File: src/hdl/assert_macros.svh
// Assertion macros shared by the frontier cell detector RTL.
`ifndef ASSERT_MACROS_SVH
`define ASSERT_MACROS_SVH

// Property that must hold at every clock edge outside reset.
`define ASSERT_CLK(lbl, clk, rstn, prop, msg) \
    lbl: assert property (@(posedge clk) disable iff (!rstn) prop) \
        else $error(msg);

// Condition that must never be true at a clock edge outside reset.
`define ASSERT_NEVER(lbl, clk, rstn, expr, msg) \
    `ASSERT_CLK(lbl, clk, rstn, !(expr), msg)

`endif

File: src/hdl/fcd_ram.sv
// Generic single-port-write, single-port-read RAM with a registered read.
module fcd_ram #(
    parameter int WIDTH = 4,
    parameter int DEPTH = 1024
) (
    input  logic                     aclk,
    input  logic                     we,
    input  logic [$clog2(DEPTH)-1:0] waddr,
    input  logic [WIDTH-1:0]         wdata,
    input  logic                     re,
    input  logic [$clog2(DEPTH)-1:0] raddr,
    output logic [WIDTH-1:0]         rdata
);

    logic [WIDTH-1:0] mem [DEPTH];
    logic [WIDTH-1:0] rdata_reg;

    always_ff @(posedge aclk) begin
        if (we) begin
            mem[waddr] <= wdata;
        end
        if (re) begin
            rdata_reg <= mem[raddr];
        end
    end

    assign rdata = rdata_reg;

endmodule

File: config.mk
export PLATFORM = sky130hd
export DESIGN_NAME = fcd_ram
export DESIGN_NICKNAME = d
export VERILOG_FILES = /design/src/hdl/assert_macros.svh /design/src/hdl/fcd_ram.sv
export SDC_FILE = /design/constraint.sdc
export NUM_CORES = 2
export LEC_CHECK = 0
export BUFFER_PORTS_ARGS = -buffer_cell sky130_fd_sc_hd__buf_4
export CAP_MARGIN = 20
export CORE_AREA = 2 2 825 499
export DETAILED_ROUTE_END_ITERATION = 10
export DIE_AREA = 0 0 827 501
export PLACE_DENSITY = 0.59
export RECOVER_POWER = 25
export SLEW_MARGIN = 20
export SYNTH_ARGS = -nofsm -noshare
export SYNTH_HDL_FRONTEND = slang
export SYNTH_SLANG_ARGS = --single-unit
File: constraint.sdc
create_clock -name aclk -period 4.8 [get_ports aclk]
set_clock_uncertainty 0.15 [all_clocks]
set_input_delay 0 -clock aclk [delete_from_list [all_inputs] [get_ports aclk]]
set_output_delay 0 -clock aclk [all_outputs]
set_load 0.05 [all_outputs]
==> results.toml <==
[outcome]
violations = "capacitance limit, slew limit"
status = "finished, violations left"

[global_route]
track_usage_pct = 23.5
grt_max_degree = 231
grt_pass1_vias = 84800
grt_antenna_before_repair = 47
grt_pass1_wl_mm = 686
gr-total-overflow = 0

[routing]
firstDrtPassIters = 6
ant_nets = 0
vias = 87800
post_drt_wl_per_cell_um = 34.6
drt-initial-drc-count = 15600
post_drt_via_cell_ratio = 6.15
wl_mm = 494
drc_errors = 0

[synthesis]
synthDistinctLibCells = 75
synth-main-ff-cell = "edfxtp_1"
ys_seq_area_share_pct = 75.9
synth_largest_area_cell = "edfxtp_1"
synth-edff-count = 4100
synth_async_sr_flop_share_pct = 0
synth_warnings = 0
syn_avg_cell_area_um2 = 19.6
netlist_area_um2 = 162000
ys_ff_latch = 4100
synth_area_leaders = "edfxtp_1 76%, mux4_2 12%, mux2i_1 2.8%"
netlist.area_leader.share_pct = 75.9
synth_nets = 8317
netlist_instances = 8290

[power_and_ir_drop]
power.leakage_nw = 55.9
p_switching_mw = 16.1
p_int_mw = 57.0
clock_power_share_pct = 40.6
pwr-share-seq_pct = 53.9
swShare_pct = 22.1
power_density_nw_per_um2 = 401
ir_drop_uv = 317
combPwrFrac_pct = 5.5

[timing]
drv_slew = 1402
hold_violations = 0
fin_setup_tns_ns = 0
max_freq_ghz = 0.222
relSlewSlack_pct = -128
finalSetupViolCount = 0
period_needed_ns = 4.50
period_share_pct = 93.7
setup_ws_ns = 0.304
rsz0062_at_grt = "false"
worst_pin_slew_ns = 3.43

[layout]
mostFrequentLayoutCells = "4100 x edfxtp_1, 1099 x nor2_1, 875 x mux4_2"
drive_gt1_share_pct = 21.7
area_delta_synth_final_pct = 12.5
multi_input_area_um2 = 36300
nNetsFinal = 8579
seqCellArea_um2 = 123000
largest_reg_flops = 4096
final_common_cell = "edfxtp_1"
fillCellCount = 34200
utilization_pct = 44.8

[setup_path]
endpoint = "mem[177][3]$_DFFE_PP_"
r2r_start = "mem[27][3]$_DFFE_PP_"
rrSetupSlack_ns = 0.71
slowest_delay_ns = 1.64
crit_path_end_kind = "flop"
crit_start = "waddr[0]"
reg2reg_to = "rdata[3]$_DFFE_PP_"
criticalPathCategory = "in -> reg"
crit_path_max_fanout = 19
cp_data_arrival_time_ns = 4.95
start_kind = "input pin"
cp.required_ns = 5.26
path_common_cell = "clkbuf_1"
reg2reg_depth = 9
path_cells = "dlygate4sd3_1, clkbuf_1, nor2b_2, clkbuf_1, nand3_4, clkbuf_1, buf_4, nor2_1"
crit_path_top_delay_cell = "clkbuf_1"

[clocking]
clkLatencyLatePin_ns = 0.97
clk_path_buf_depth = 4
cts_made_buffers = 363
cts_tree = "done"
cts_setup_buffers = 0
clock_sinks = 4100
htreeDepth = 5
cts_root_buffer = "clkbuf_16"
cts.clk_slew.worst_paths_ns = 0.07

[floorplanning]
die_y_um = 501
pin_count = 31
die_area_um2 = 414000
num_rows = 182
die_w_um = 827
start_util_pct = 39.8
core_area_um2 = 407000

[job]
cap_violations = 19

[min_path]
hp-class = "in -> reg"

[placement]
place_congestion = 0.889
hpwlAfterDp_mm = 314
numPortBuffers = 30
post-place-ws_ns = 0.544
==> timing repair <==
| action | 4_1_cts | 5_1_grt |
|---|---|---|
| hold buffers | 32 | 0 |
| gates resized for setup | 0 | 0 |
| endpoints found under the hold margin | 4005 | 0 |
==> per-stage QoR <==
stage / hold WS (ns) / cells / area, µm² / power (mW)
4_1_cts: 0.00972 / 14300 / 183000 / 73.3
6_report: 0.0848 / 14300 / 182000 / 73.2
3_3_place_gp: 0.241 / 13600 / 171000 / 44.1
3_5_place_dp: 0.240 / 13600 / 171000 / 44.2
2_1_floorplan: -0.0511 / 8290 / 162000 / 42.1
5_1_grt: 0.0914 / 14300 / 182000 / 74.9
==> Yosys cell counts, types with 62 or more instances <==
cell	count
a21oi_1	129
a22oi_1	80
buf_1	84
buf_2	64
buf_6	81
clkbuf_1	300
edfxtp_1	4100
mux2i_1	461
mux4_2	875
nand2_1	166
nand3_1	62
nor2_1	1103
nor3_1	100
o21ai_0	66
o221ai_1	168
o22ai_1	89
==> power by group through the flow <==
stage               logic, mW  registers, mW  clock network (mW)
detailed placement       3.97           40.2                   0
global placement         3.91           40.2                   0
global route             4.19           39.4                31.3
CTS                      4.01           39.4                29.9
floorplan                1.93           40.2                   0
finish                   4.05           39.4                29.7
==> worst max-delay path: cells and delay by family <==
kind | cells | cell delay, ns
simple gates | 3 | 0.80
buf+inv | 5 | 4.03
==> area by class of cell <==
type,count,share of cell area [%]
Antenna cell,23,0.0315
Timing Repair Buffer,488,2.45
Clock inverter,218,1.21
Inverter,6,0.0199
Sequential cell,4100,67.5
Clock buffer,427,5.18
Tap cell,5428,3.72
Multi-Input combinational cell,3593,19.9
==> logic make-up after synthesis <==
kind of cell	Yosys count	share of synthesized area [%]
simple gates	1560	3.99
mux	1359	15.2
buf+inv	597	1.96
flops	4100	75.9
compound gates	674	2.96
==> worst min path at each step <==
stage / startpoint / end / cells after the start
2_1_floorplan: wdata[0] / mem[0][0]$_DFFE_PP_ / 0
3_3_place_gp: re / rdata[2]$_DFFE_PP_ / 1
3_5_place_dp: re / rdata[2]$_DFFE_PP_ / 1
4_1_cts: waddr[8] / mem[802][1]$_DFFE_PP_ / 7
5_1_grt: raddr[7] / rdata[2]$_DFFE_PP_ / 5
6_report: waddr[8] / mem[251][2]$_DFFE_PP_ / 6
==> metal layers <==
| layer | up-vias | GRT usage [%] | routed length (µm) |
|---|---|---|---|
| met5 | - | 0 | 147 |
| met4 | 24 | 5.02 | 11600 |
| met3 | 703 | 8.52 | 74600 |
| met2 | 6164 | 31.6 | 201000 |
| met1 | 46500 | 36.2 | 207000 |
| li1 | 34500 | - | - |
No activity file was read; power rests on OpenSTA's default activity.
