### config.mk
export PLATFORM = sky130hd
export DESIGN_NAME = fcd_outbuf
export DESIGN_NICKNAME = d
export VERILOG_FILES = /design/src/hdl/fcd_pkg.sv /design/src/hdl/fcd_outbuf.sv
export VERILOG_INCLUDE_DIRS = /design/src /design/src/hdl
export SDC_FILE = /design/constraint.sdc
export NUM_CORES = 1
export LEC_CHECK = 0
export BUFFER_PORTS_ARGS = -buffer_cell sky130_fd_sc_hd__buf_4
export CAP_MARGIN = 0
export CORE_UTILIZATION = 45
export DETAILED_ROUTE_END_ITERATION = 10
export PLACE_DENSITY = 0.68
export SLEW_MARGIN = 20
export SYNTH_ARGS = -nofsm -noshare
export SYNTH_HDL_FRONTEND = slang
export SYNTH_SLANG_ARGS = --single-unit
export TNS_END_PERCENT = 50
### constraint.sdc
create_clock -name aclk -period 3.5 [get_ports aclk]
set_input_delay 0.175 -clock aclk [delete_from_list [all_inputs] [get_ports aclk]]
set_output_delay 0.175 -clock aclk [all_outputs]
set_load 0.01 [all_outputs]
### src/hdl/assert_macros.svh
// Assertion macros shared by the frontier cell detector RTL.
`ifndef ASSERT_MACROS_SVH
`define ASSERT_MACROS_SVH

// Property that must hold at every clock edge outside reset.
`define ASSERT_CLK(lbl, clk, rstn, prop, msg) \
    lbl: assert property (@(posedge clk) disable iff (!rstn) prop) \
        else $error(msg);

// Condition that must never be true at a clock edge outside reset.
`define ASSERT_NEVER(lbl, clk, rstn, expr, msg) \
    `ASSERT_CLK(lbl, clk, rstn, !(expr), msg)

`endif

### src/hdl/fcd_pkg.sv
// Types, constants and the cell classifier of the frontier cell detector.
package fcd_pkg;

    localparam int CELL_W     = 8;
    localparam int CFG_W      = 11;
    localparam int OUT_W      = 10;
    localparam int CLS_W      = 2;
    localparam int LINE_W     = 2 * CLS_W;
    localparam int OBUF_DEPTH = 3;

    typedef enum logic [CLS_W-1:0] {
        CLS_FREE    = 2'd0,
        CLS_UNKNOWN = 2'd1,
        CLS_OTHER   = 2'd2
    } cls_t;

    typedef enum logic {
        REG_MAP_WIDTH  = 1'b0,
        REG_MAP_HEIGHT = 1'b1
    } cfg_idx_t;

    typedef struct packed {
        logic [OUT_W-1:0] row;
        logic [OUT_W-1:0] col;
    } frontier_t;

    localparam logic [CELL_W-1:0] CELL_FREE    = 8'h00;
    localparam logic [CELL_W-1:0] CELL_UNKNOWN = 8'hFF;

    function automatic cls_t classify(input logic [CELL_W-1:0] raw);
        cls_t result;
        if (raw == CELL_FREE) begin
            result = CLS_FREE;
        end else if (raw == CELL_UNKNOWN) begin
            result = CLS_UNKNOWN;
        end else begin
            result = CLS_OTHER;
        end
        return result;
    endfunction

endpackage

### src/hdl/fcd_outbuf.sv
// Three-entry result queue that decouples the detector from a stalling receiver.
`include "assert_macros.svh"

module fcd_outbuf (
    input  logic               aclk,
    input  logic               aresetn,
    input  logic               push,
    input  fcd_pkg::frontier_t push_data,
    input  logic               reserve,
    output logic               room,
    output logic               m_valid,
    input  logic               m_ready,
    output fcd_pkg::frontier_t m_data
);

    import fcd_pkg::*;

    frontier_t  entry_reg [OBUF_DEPTH];
    logic [1:0] head_reg;
    logic [1:0] head_next;
    logic [1:0] tail_reg;
    logic [1:0] tail_next;
    logic [1:0] occ_reg;
    logic [1:0] occ_next;
    logic       pop;

    assign m_valid = (occ_reg != 2'd0);
    assign m_data  = entry_reg[head_reg];
    assign pop     = m_valid && m_ready;

    // Space is counted for a request still in the detect stage.
    assign room = (({1'b0, occ_reg} + 3'(reserve)) < 3'(OBUF_DEPTH));

    always_comb begin
        head_next = head_reg;
        tail_next = tail_reg;
        occ_next  = occ_reg;
        if (pop) begin
            head_next = (head_reg == 2'(OBUF_DEPTH - 1)) ? 2'd0 : head_reg + 2'd1;
        end
        if (push) begin
            tail_next = (tail_reg == 2'(OBUF_DEPTH - 1)) ? 2'd0 : tail_reg + 2'd1;
        end
        if (push && !pop) begin
            occ_next = occ_reg + 2'd1;
        end else if (pop && !push) begin
            occ_next = occ_reg - 2'd1;
        end
    end

    always_ff @(posedge aclk) begin
        if (!aresetn) begin
            head_reg <= 2'd0;
            tail_reg <= 2'd0;
            occ_reg  <= 2'd0;
        end else begin
            head_reg <= head_next;
            tail_reg <= tail_next;
            occ_reg  <= occ_next;
        end
    end

    always_ff @(posedge aclk) begin
        if (push) begin
            entry_reg[tail_reg] <= push_data;
        end
    end

    `ASSERT_NEVER(a_push_when_full, aclk, aresetn, push && !pop && occ_reg == 2'(OBUF_DEPTH), "result queue overflow")
    `ASSERT_CLK(a_occ_bound, aclk, aresetn, occ_reg <= 2'(OBUF_DEPTH), "result queue count out of range")

endmodule

==> flow_summary.json <==
{
  "ctsResizeCount": 0,
  "power_density_nw_per_um2": 671,
  "setup_viol": 0,
  "fill_cells": 454,
  "die_h_um": 77.3,
  "fin_setup_tns_ns": 0,
  "netlist_area_um2": 2550,
  "postSynthAreaPerCell_um2": 15.9,
  "hold_path_end": "entry_reg[0][16]",
  "diodes": 0,
  "status": "finished, final reports clean",
  "synthFlopType": "edfxtp_1",
  "worstPathCellList": "mux2i_1 -> o21ai_1 -> buf_4",
  "ys_ff_latch": 68,
  "dieWidth_um": 77.3,
  "dp.cells": 274,
  "ff2ff_path_depth": 2,
  "die_area_um2": 5970,
  "drt_iter0_drc": 97,
  "cts_tree": "yes",
  "cp.arrival_ns": 1.63,
  "first_global_vias": 1520,
  "areaGrowthSynthToFinish_pct": 26.3,
  "vias": 1464,
  "cpPeakStageDelay_ns": 0.74,
  "fin_skew_ns": 0.00625,
  "cts_buffers": 9,
  "clkSinkCount": 68,
  "io_pins": 47,
  "post_cts_buffers": 0,
  "antenna_found_initial": 0,
  "ant_nets": 0,
  "synth_edf_count": 60,
  "final.period_utilization_pct": 51.5,
  "cp.required_ns": 3.32,
  "start_kind": "register",
  "hpwl_um": 2870,
  "vdd_drop_max_mv": 0.519,
  "avgRoutedWirePerCell_um": 15.3,
  "r2r-end": "entry_reg[0][13]",
  "min_period_ns": 1.80,
  "initial_core_util_pct": 46.6,
  "finalNonFillerCells": 290,
  "end_kind": "output port",
  "p_leak_nw": 1.14,
  "insertion_delay_ns": 0.33,
  "ys_warn_count": 0,
  "min_from": "push_data[16]",
  "grt_overflow_total": 0,
  "ctsHtreeMaxLevel": 3,
  "clk_path_buf_depth": 2,
  "crit_slowest_cell": "dfxtp_2",
  "fmax_ghz": 0.555,
  "holdBufCountCts": 0,
  "drv_slew": 0,
  "grt_max_degree": 39,
  "num_rows": 27,
  "synth_nets": 188,
  "wirelength_um": 4450,
  "path_class": "register to output port",
  "viasPerCell": 5.05,
  "rsz0062_at_grt": "false",
  "whs_path_depth": 1,
  "yosysSeqAreaShare_pct": 76.9,
  "path_clk_slew_ns": 0.07,
  "port_buffers": 46,
  "layout-drive-gt1-share_pct": 30.3,
  "tightest_slew_ns": 1.02,
  "r2r_slack_ns": 1.79,
  "core_area_um2": 5470,
  "grt_pass1_wl_um": 7010,
  "cp_max_fo": 20,
  "ys_types": 24,
  "drc_errors": 0,
  "dr.pass1.iters": 4,
  "drv_cap": 0,
  "holdCritPathClass": "primary input to register",
  "final-hold-violation-count": 0,
  "largest_reg_flops": 60,
  "synthArstFlopShare_pct": 0,
  "grt_use_total_pct": 16.4,
  "gp_congestion": 0.653,
  "nets": 241,
  "reg2reg_from": "tail_reg[0]",
  "cts-root-buf": "clkbuf_8",
  "synth_cells": 160,
  "relSlewSlack_pct": 31.8
}
-- through the flow --
step           hold slack [ns]  setup WS, ns  power (W)  instance area, um2  utilization, %
2_1_floorplan            0.274          1.17    0.00125                2550               -
3_3_place_gp             0.367          1.65    0.00143                2980            54.5
3_5_place_dp             0.371          1.62    0.00145                2980            54.5
4_1_cts                 0.0178          1.25    0.00218                3210            58.7
5_1_grt                 0.0148          1.56    0.00225                3220            58.9
6_report                0.0307          1.70    0.00216                3220            58.9
-- worst max-delay path by stage --
stage | endpoint | cells past startpoint | startpoint | slack [ns]
after floorplan | entry_reg[0][0] | 1 | tail_reg[0] | 1.17
after global placement | m_data[6] | 3 | register | 1.65
after detailed placement | m_data[5] | 4 | register | 1.62
after CTS | m_data[15] | 3 | register | 1.25
after global routing | m_data[19] | 4 | register | 1.56
final | m_data[15] | 3 | register | 1.70
-- kinds of logic (layout without fill, tap and decap cells) --
family          after synthesis  count (layout)  synth area share, %
flops                        68              68                 76.9
simple gates                 33              33                 5.98
compound gates               28              28                 6.13
mux                          20              20                 7.85
buf+inv                       6              64                0.981
fa+ha+maj                     3               3                 1.47
xor+xnor                      2               2                0.687
-- cell type report --
cell class | count | area (um2) | area share [%]
multi-input cells | 86 | 577 | 17.9
clock buffers | 10 | 128 | 3.96
clock inverters | 6 | 103 | 3.18
well taps | 72 | 90.1 | 2.80
flip-flops and latches | 68 | 1960 | 61.0
repair buffers | 48 | 360 | 11.2
-- Yosys cell counts, types with 2 or more instances --
library cell	count	area, um2
or3_1	2	12.5
nor2b_1	2	12.5
clkbuf_1	3	11.3
edfxtp_1	60	1800
a21boi_1	3	22.5
ha_1	3	37.5
dfxtp_1	8	160
nand2_1	23	86.3
buf_2	2	10.0
o21a_1	2	15.0
o21ai_1	20	100
mux2i_1	20	200
-- critical path, delay by kind of cell, from the launching register on --
kind                   cells  cell delay [ns]
AO/OA/AOI/OAI              1             0.09
buffers and inverters      1             0.17
flip-flops                 1             0.74
multiplexers               1             0.29
-- metal layers --
| layer | routed length (um) | part of all wire, % | GRT usage, % | up-vias |
|---|---|---|---|---|
| met5 | 0 | 0 | 0 | - |
| li1 | - | - | - | 702 |
| met1 | 1810 | 41 | 17.1 | 717 |
| met4 | 109 | 2.4 | 11.7 | 0 |
| met2 | 2350 | 53 | 27.8 | 34 |
| met3 | 176 | 4.0 | 5.12 | 11 |
-- layout by cell type (no fill, tap or decap), types with 2 or more instances in the layout --
cell type / n
nor2b_1: 2
clkbuf_8: 9
o21a_1: 2
edfxtp_1: 60
bufinv_16: 3
buf_4: 48
or3_1: 2
dfxtp_1: 6
a21boi_1: 3
mux2i_1: 20
o21ai_1: 20
clkinv_1: 2
dfxtp_2: 2
ha_1: 3
nand2_1: 23
-- power breakdown --
part | switching, W | total [W] | internal [W] | leakage, nW
combinational | 0.000175 | 0.000402 | 0.000227 | 0.404
sequential | 0.0000795 | 0.00102 | 0.000941 | 0.621
clock | 0.000272 | 0.000740 | 0.000467 | 0.115
Power figures use the tool's default switching activity.
