`config.mk`:
```
export PLATFORM = sky130hd
export DESIGN_NAME = fcd_window
export DESIGN_NICKNAME = d
export VERILOG_FILES = /design/src/hdl/assert_macros.svh /design/src/hdl/fcd_pkg.sv /design/src/hdl/fcd_window.sv
export SDC_FILE = /design/constraint.sdc
export NUM_CORES = 1
export LEC_CHECK = 0
export BUFFER_PORTS_ARGS = -buffer_cell sky130_fd_sc_hd__buf_4
export CAP_MARGIN = 20
export CORE_ASPECT_RATIO = 0.8
export CORE_MARGIN = 5
export CORE_UTILIZATION = 27
export CTS_CLUSTER_SIZE = 10
export DETAILED_ROUTE_END_ITERATION = 10
export SYNTH_ARGS = -nofsm -noshare
export SYNTH_HDL_FRONTEND = slang
export SYNTH_SLANG_ARGS = --single-unit
```
`constraint.sdc`:
```
create_clock -name aclk -period 2.1 [get_ports aclk]
set_input_delay 0.315 -clock aclk [delete_from_list [all_inputs] [get_ports aclk]]
set_output_delay 0.315 -clock aclk [all_outputs]
set_load 0.02 [all_outputs]
```
`src/hdl/assert_macros.svh`:
```
// Assertion macros shared by the frontier cell detector RTL.
`ifndef ASSERT_MACROS_SVH
`define ASSERT_MACROS_SVH

// Property that must hold at every clock edge outside reset.
`define ASSERT_CLK(lbl, clk, rstn, prop, msg) \
    lbl: assert property (@(posedge clk) disable iff (!rstn) prop) \
        else $error(msg);

// Condition that must never be true at a clock edge outside reset.
`define ASSERT_NEVER(lbl, clk, rstn, expr, msg) \
    `ASSERT_CLK(lbl, clk, rstn, !(expr), msg)

`endif

```
`src/hdl/fcd_pkg.sv`:
```
// Types, constants and the cell classifier of the frontier cell detector.
package fcd_pkg;

    localparam int CELL_W     = 8;
    localparam int CFG_W      = 11;
    localparam int OUT_W      = 10;
    localparam int CLS_W      = 2;
    localparam int LINE_W     = 2 * CLS_W;
    localparam int OBUF_DEPTH = 3;

    typedef enum logic [CLS_W-1:0] {
        CLS_FREE    = 2'd0,
        CLS_UNKNOWN = 2'd1,
        CLS_OTHER   = 2'd2
    } cls_t;

    typedef enum logic {
        REG_MAP_WIDTH  = 1'b0,
        REG_MAP_HEIGHT = 1'b1
    } cfg_idx_t;

    typedef struct packed {
        logic [OUT_W-1:0] row;
        logic [OUT_W-1:0] col;
    } frontier_t;

    localparam logic [CELL_W-1:0] CELL_FREE    = 8'h00;
    localparam logic [CELL_W-1:0] CELL_UNKNOWN = 8'hFF;

    function automatic cls_t classify(input logic [CELL_W-1:0] raw);
        cls_t result;
        if (raw == CELL_FREE) begin
            result = CLS_FREE;
        end else if (raw == CELL_UNKNOWN) begin
            result = CLS_UNKNOWN;
        end else begin
            result = CLS_OTHER;
        end
        return result;
    endfunction

endpackage

```
`src/hdl/fcd_window.sv`:
```
// Three by three window of cell classes and the frontier test on its center.
module fcd_window (
    input  logic          aclk,
    input  logic          aresetn,
    input  logic          en,
    input  logic          check,
    input  fcd_pkg::cls_t top_cls,
    input  fcd_pkg::cls_t mid_cls,
    input  fcd_pkg::cls_t bot_cls,
    output logic          hit
);

    import fcd_pkg::*;

    cls_t win_reg [3][3];
    cls_t col_in [3];
    logic any_unknown;

    assign col_in[0] = top_cls;
    assign col_in[1] = mid_cls;
    assign col_in[2] = bot_cls;

    always_ff @(posedge aclk) begin
        if (!aresetn) begin
            for (int i = 0; i < 3; i++) begin
                for (int j = 0; j < 3; j++) begin
                    win_reg[i][j] <= CLS_UNKNOWN;
                end
            end
        end else if (en) begin
            for (int i = 0; i < 3; i++) begin
                win_reg[i][0] <= win_reg[i][1];
                win_reg[i][1] <= win_reg[i][2];
                win_reg[i][2] <= col_in[i];
            end
        end
    end

    // The window after this step's shift: the old middle column moves left,
    // the old right column becomes the middle, and the new column enters.
    always_comb begin
        any_unknown = (win_reg[0][2] == CLS_UNKNOWN) || (win_reg[2][2] == CLS_UNKNOWN);
        for (int i = 0; i < 3; i++) begin
            if (win_reg[i][1] == CLS_UNKNOWN || col_in[i] == CLS_UNKNOWN) begin
                any_unknown = 1'b1;
            end
        end
    end

    assign hit = en && check && (win_reg[1][2] == CLS_FREE) && any_unknown;

endmodule

```
==> results of run 1 <==
==> routing by layer <==
layer	wire, um	track usage (%)	part of all wire (%)	up-vias
li1	-	-	-	168
met1	417	8.333	46	149
met2	425	10.91	47	10
met3	57	5.483	6.3	0
met4	0	1.107	0	0
met5	0	0	0	-
==> cell type report <==
type | count | area (um2) | share of cell area (%)
inverter | 5 | 18.77 | 2.836
timing repair buffer | 10 | 75.07 | 11.34
sequential | 12 | 360.3 | 54.44
clock buffer | 3 | 22.52 | 3.403
multi-input combinational | 23 | 151.4 | 22.87
clock inverter | 1 | 3.754 | 0.5671
tap | 24 | 30.03 | 4.537
==> cell families after synthesis <==
family,share of synthesized area [%]
simple gates,21.70
flops,67.93
buf+inv,3.538
compound gates,6.839
==> placed cells by master, fill, tap and decap left out <==
master and instances:
a2111oi_2 1, inv_1 5, edfxtp_1 12, and3_1 3, buf_4 10, nor2_1 4
nand3_1 1, clkinv_1 1, nor2b_1 2, a22oi_1 2, a31oi_1 1, nand2_2 1
clkbuf_4 3, nand2b_1 1, or2_2 6, nor2b_4 1
==> final timing paths <==
check / start / to / slack [ns] / depth (start not counted)
setup / recovery: win_reg[0][2] / hit / 0.37 / 4
hold / removal: bot_cls[0] / win_reg[0][12] / 0.30 / 2
hold reg to reg: win_reg[0][12] / win_reg[0][14] / 0.55 / 1
setup reg to reg: win_reg[0][6] / win_reg[0][8] / 1.16 / 1
==> critical path: stages, from the launching register on <==
cell and delay (ns):
edfxtp_1 0.36, nor2b_4 0.13, a2111oi_2 0.33, a31oi_1 0.14, buf_4 0.17
==> power by group <==
group,total [uW],switching [uW],internal (uW)
Clock,147,77.8,68.9
Combinational,46.3,21.9,24.4
Sequential,287,6.10,281
==> per-stage QoR <==
stage                     power, uW  cell area (um2)  hold slack [ns]  utilization (%)
final                         480.4            661.9           0.3046            35.31
after global routing          505.6            661.9           0.2982            35.31
after CTS                     488.6            661.9           0.2939            35.31
after detailed placement      340.1            635.6           0.5341            33.91
after global placement        339.1            635.6           0.5257            33.91
after floorplan               315.8            530.5           0.4960                -
==> run summary, run 1 <==
Status: finished clean
Chip Width: 59.56 um
Full die area: 2957 um2
TNS Setup: 0 ns
EDFF count, synth: 12
Grt total ovfl: 0
Root Buffer: clkbuf_4
Leading area contributor after synthesis: edfxtp_1
Peak supply drop: 0.3679 mV
Hold Vio Cnt, Final: 0
Worst-path clk slew: 0.08 ns
Share of cells above drive strength 1: 40.74%
FFs w/ async S/R, synth: 0%
Critical path class: flop to primary output
Worst-skew pair later-pin latency: 0.28 ns
Ys Warns: 0
Global-route wire length before repair: 1.531 mm
Place WS: 0.6351 ns
Synthesis-stage register bit count: 12
WP data arrival: 1.41 ns
Final Net Count: 65
P_leak: 0.0002670 uW
Row Count: 14
CTS HTree Levels: 1
Final-report max-slew violation count: 0
Vias in the first global route: 365
Input/output buffers: 10
Max Freq: 0.5792 GHz
Area grow syn2layout: 24.76%
Starting Density: 28.30%
Syn Nets: 50
Largest net degree at the start of global routing: 13
Antenna Nets Post-Route: 0
Max_cap viols: 0
Avg WL per Cell: 11.54 um
Initial DRC Count: 2
Slew HR: 61.05%
Post-Route WL: 900 um
Max Root-Sink Buffers: 2
Synth Flop Type: edfxtp_1
Worst path required time: 1.78 ns
Top cells by area, synth: edfxtp_1, or2_2, and3_1
Resized cells post-CTS: 0
Cells after Synth: 40
Non-Filler Instances: 78
Die height: 49.65 um
CTS Hold Bufs: 0
Worst setup EP type: primary output
DR vias: 327
Top-area cell type share of the netlist area: 67.92%
HPWL Detailed: 672.4 um
Total CTS buffers: 3
GRT Overall Usage: 7.246%
Sequential-to-total area share from yosys stat: 67.92%
Initial antenna violation count: 0
# clock sinks: 12
Worst slew pin tran: 0.5843 ns
# fillers: 192
Diode count: 0
Mapped Area: 530.5 um2
Placed Instances: 74
Most frequent cell after synthesis: edfxtp_1
Via/cell ratio: 4.192
Largest register FFs: 12
Fin crit period: 1.727 ns
I/O Pins: 11
Avg Synthesized Cell Area: 13.26 um2
Core box area: 1874 um2
Synth cell types: 13
Final WS setup: 0.3734 ns
DRC Markers: 0
GP Congestion: 0.7264
Final Cycle Share: 82.22%
Hold Crit Class: primary input to flop
CTS tree: done
Post-CTS Setup Repair Bufs: 0
PD cells: 725.9 nW/um2
Drt pass-1 iters: 2
Synth top cells by count: edfxtp_1, or2_2, inv_1
Number of setup violations in the final report: 0
RSZ-0062 raised after global routing: false
Clk_skew: 0.004583 ns
Highest fanout seen on the critical path: 1
Crit path launch type: flop
Note: power is estimated with default switching activity, not from simulation.
==> run 2: changes to the inputs <==
Clock period 2.1 ns to 1.5 ns, I/O delays scaled along.
==> run 2 against run 1 <==
The flow now finishes with violations (setup timing). Clock skew decreased by 0.0042 ns. Power increased by 38%. Die area unchanged. Highest routed layer unchanged.
==> run summary, run 2 (synthesis results as in run 1) <==
Avg WL per Cell: 12.42 um (was 11.54 um)
Largest net degree at the start of global routing: 13 (unchanged)
Worst-skew pair later-pin latency: 0.26 ns (was 0.28 ns)
Slew HR: 83.60% (was 61.05%)
Total CTS buffers: 3 (unchanged)
Antenna Nets Post-Route: 0 (unchanged)
RSZ-0062 raised after global routing: true (was false)
DRC Markers: 0 (unchanged)
Final WS setup: -0.1010 ns (was 0.3734 ns)
Worst slew pin tran: 0.2460 ns (was 0.5843 ns)
Worst-path clk slew: 0.07 ns (was 0.08 ns)
PD cells: 979.6 nW/um2 (was 725.9 nW/um2)
Die height: 49.65 um (unchanged)
Internal power: 524.3 uW (was 374.6 uW)
Row Count: 14 (unchanged)
Status: finished with violations (was finished clean)
Input/output buffers: 10 (unchanged)
CTS Hold Bufs: 0 (unchanged)
Reg power frac: 60.6% (was 59.8%)
Initial DRC Count: 5 (was 2)
Diode count: 0 (unchanged)
Psw: 140.1 uW (was 105.9 uW)
Initial antenna violation count: 0 (unchanged)
Worst hold stages: 2 (unchanged)
DR vias: 331 (was 327)
Largest register FFs: 12 (unchanged)
CTS tree: done (unchanged)
Drt pass-1 iters: 3 (was 2)
Via/cell ratio: 4.244 (was 4.192)
Clk_skew: 0.0003997 ns (was 0.004583 ns)
Max Freq: 0.6246 GHz
Grt total ovfl: 0 (unchanged)
Hold Vio Cnt, Final: 0 (unchanged)
Worst path required time: 1.27 ns (was 1.78 ns)
WP data arrival: 1.38 ns (was 1.41 ns)
Hold Crit Class: primary input to flop (unchanged)
P_leak: 0.0002707 uW (was 0.0002670 uW)
I/O Pins: 11 (unchanged)
Number of setup violations in the final report: 1 (was 0)
GP Congestion: 0.7226 (was 0.7264)
# clock sinks: 12 (unchanged)
Final-report max-slew violation count: 0 (unchanged)
Post-Route WL: 969 um (was 900 um)
Most frequent cells in the layout: edfxtp_1, buf_4, or2_2, inv_1, nor2_1 (unchanged)
Fin crit period: 1.601 ns
Most common cell after layout, fill and taps aside: edfxtp_1 (unchanged)
Critical path class: flop to primary output (unchanged)
Worst setup EP type: primary output (unchanged)
Final core occ: 36.18% (was 35.31%)
Multi-input gate area: 163.9 um2 (was 151.4 um2)
Max Root-Sink Buffers: 2 (unchanged)
FF/Latch Area: 360.3 um2 (unchanged)
Worst Reg2Reg Path Length in Cells: 1 (unchanged)
TNS Setup: -0.1010 ns (was 0 ns)
Switching part of the total: 21.08% (was 22.04%)
Highest fanout seen on the critical path: 1 (unchanged)
Final Cycle Share: 106.7%
Share of cells above drive strength 1: 42.59% (was 40.74%)
Root Buffer: clkbuf_4 (unchanged)
Global-route wire length before repair: 1.807 mm (was 1.531 mm)
Vias in the first global route: 386 (was 365)
Logic gate share of total power: 11.0% (was 9.6%)
Max_cap viols: 0 (unchanged)
Met2 Wirelength: 456 um (was 425 um)
CTS HTree Levels: 1 (unchanged)
Area grow syn2layout: 27.83% (was 24.76%)
GRT Overall Usage: 8.515% (was 7.246%)
Max Used Layer: met3 (unchanged)
Starting Density: 28.30% (unchanged)
Final Net Count: 66 (was 65)
Core box area: 1874 um2 (unchanged)
Met1 wire length: 432 um (was 417 um)
Hold_ws: 0.2317 ns (was 0.3046 ns)
# fillers: 191 (was 192)
Chip Width: 59.56 um (unchanged)
Routed wl met3: 80 um (was 57 um)
Crit path launch type: flop (unchanged)
Failing checks: setup timing
Full die area: 2957 um2 (unchanged)
Peak supply drop: 0.7124 mV (was 0.3679 mV)
Clock share of power: 28.4% (was 30.5%)
run 2: power by group through the flow:
stage	sequential (uW)	combinational [uW]	clock, uW
global placement	410	67.2	0
floorplan	407	34.8	0
finish	403	72.9	189
detailed placement	411	68.5	0
CTS	403	74.0	197
global route	406	82.1	219
run 2: stage by stage:
step | worst slack, ns | cell area (um2) | power [uW] | cells
after floorplan | 0.2655 | 530.5 | 442.1 | 40
after global placement | 0.1821 | 643.1 | 477.0 | 75
after detailed placement | 0.1578 | 643.1 | 479.3 | 75
after CTS | -0.1169 | 678.2 | 674.2 | 78
after global routing | -0.1994 | 678.2 | 706.3 | 78
final | -0.1010 | 678.2 | 664.3 | 78
run 2: critical path, cell delays in order (launching register included):
cell and delay (ns):
edfxtp_1 0.37, nor2b_4 0.14, a2111oi_4 0.31, a31oi_1 0.12, buf_4 0.17
run 2: worst paths after layout:
| kind | slack, ns | from | endpoint |
|---|---|---|---|
| setup / recovery | -0.10 | win_reg[0][2] | hit |
| hold / removal | 0.23 | bot_cls[0] | win_reg[0][12] |
| setup reg to reg | 0.56 | win_reg[0][6] | win_reg[0][8] |
| hold reg to reg | 0.54 | win_reg[0][12] | win_reg[0][14] |
run 2: repair_timing:
item | CTS | global route
pin swaps | 1 | 1
gates cloned | 0 | 0
setup endpoints to repair | 1 | 1
setup buffers | 0 | 0
gates resized for setup | 1 | 0
run 2: per-layer routing:
layer	up-vias	global-route usage, %
li1	168	-
met4	0	2.214
met3	0	6.005
met5	-	0
met1	153	10.06
met2	10	12.36
run 2: area by class of cell:
cell class | instances | share of cell area (%)
multi-input combinational | 23 | 24.17
timing repair buffer | 11 | 12.18
sequential | 12 | 53.14
inverter | 5 | 2.768
clock buffer | 3 | 3.321
tap | 24 | 4.428
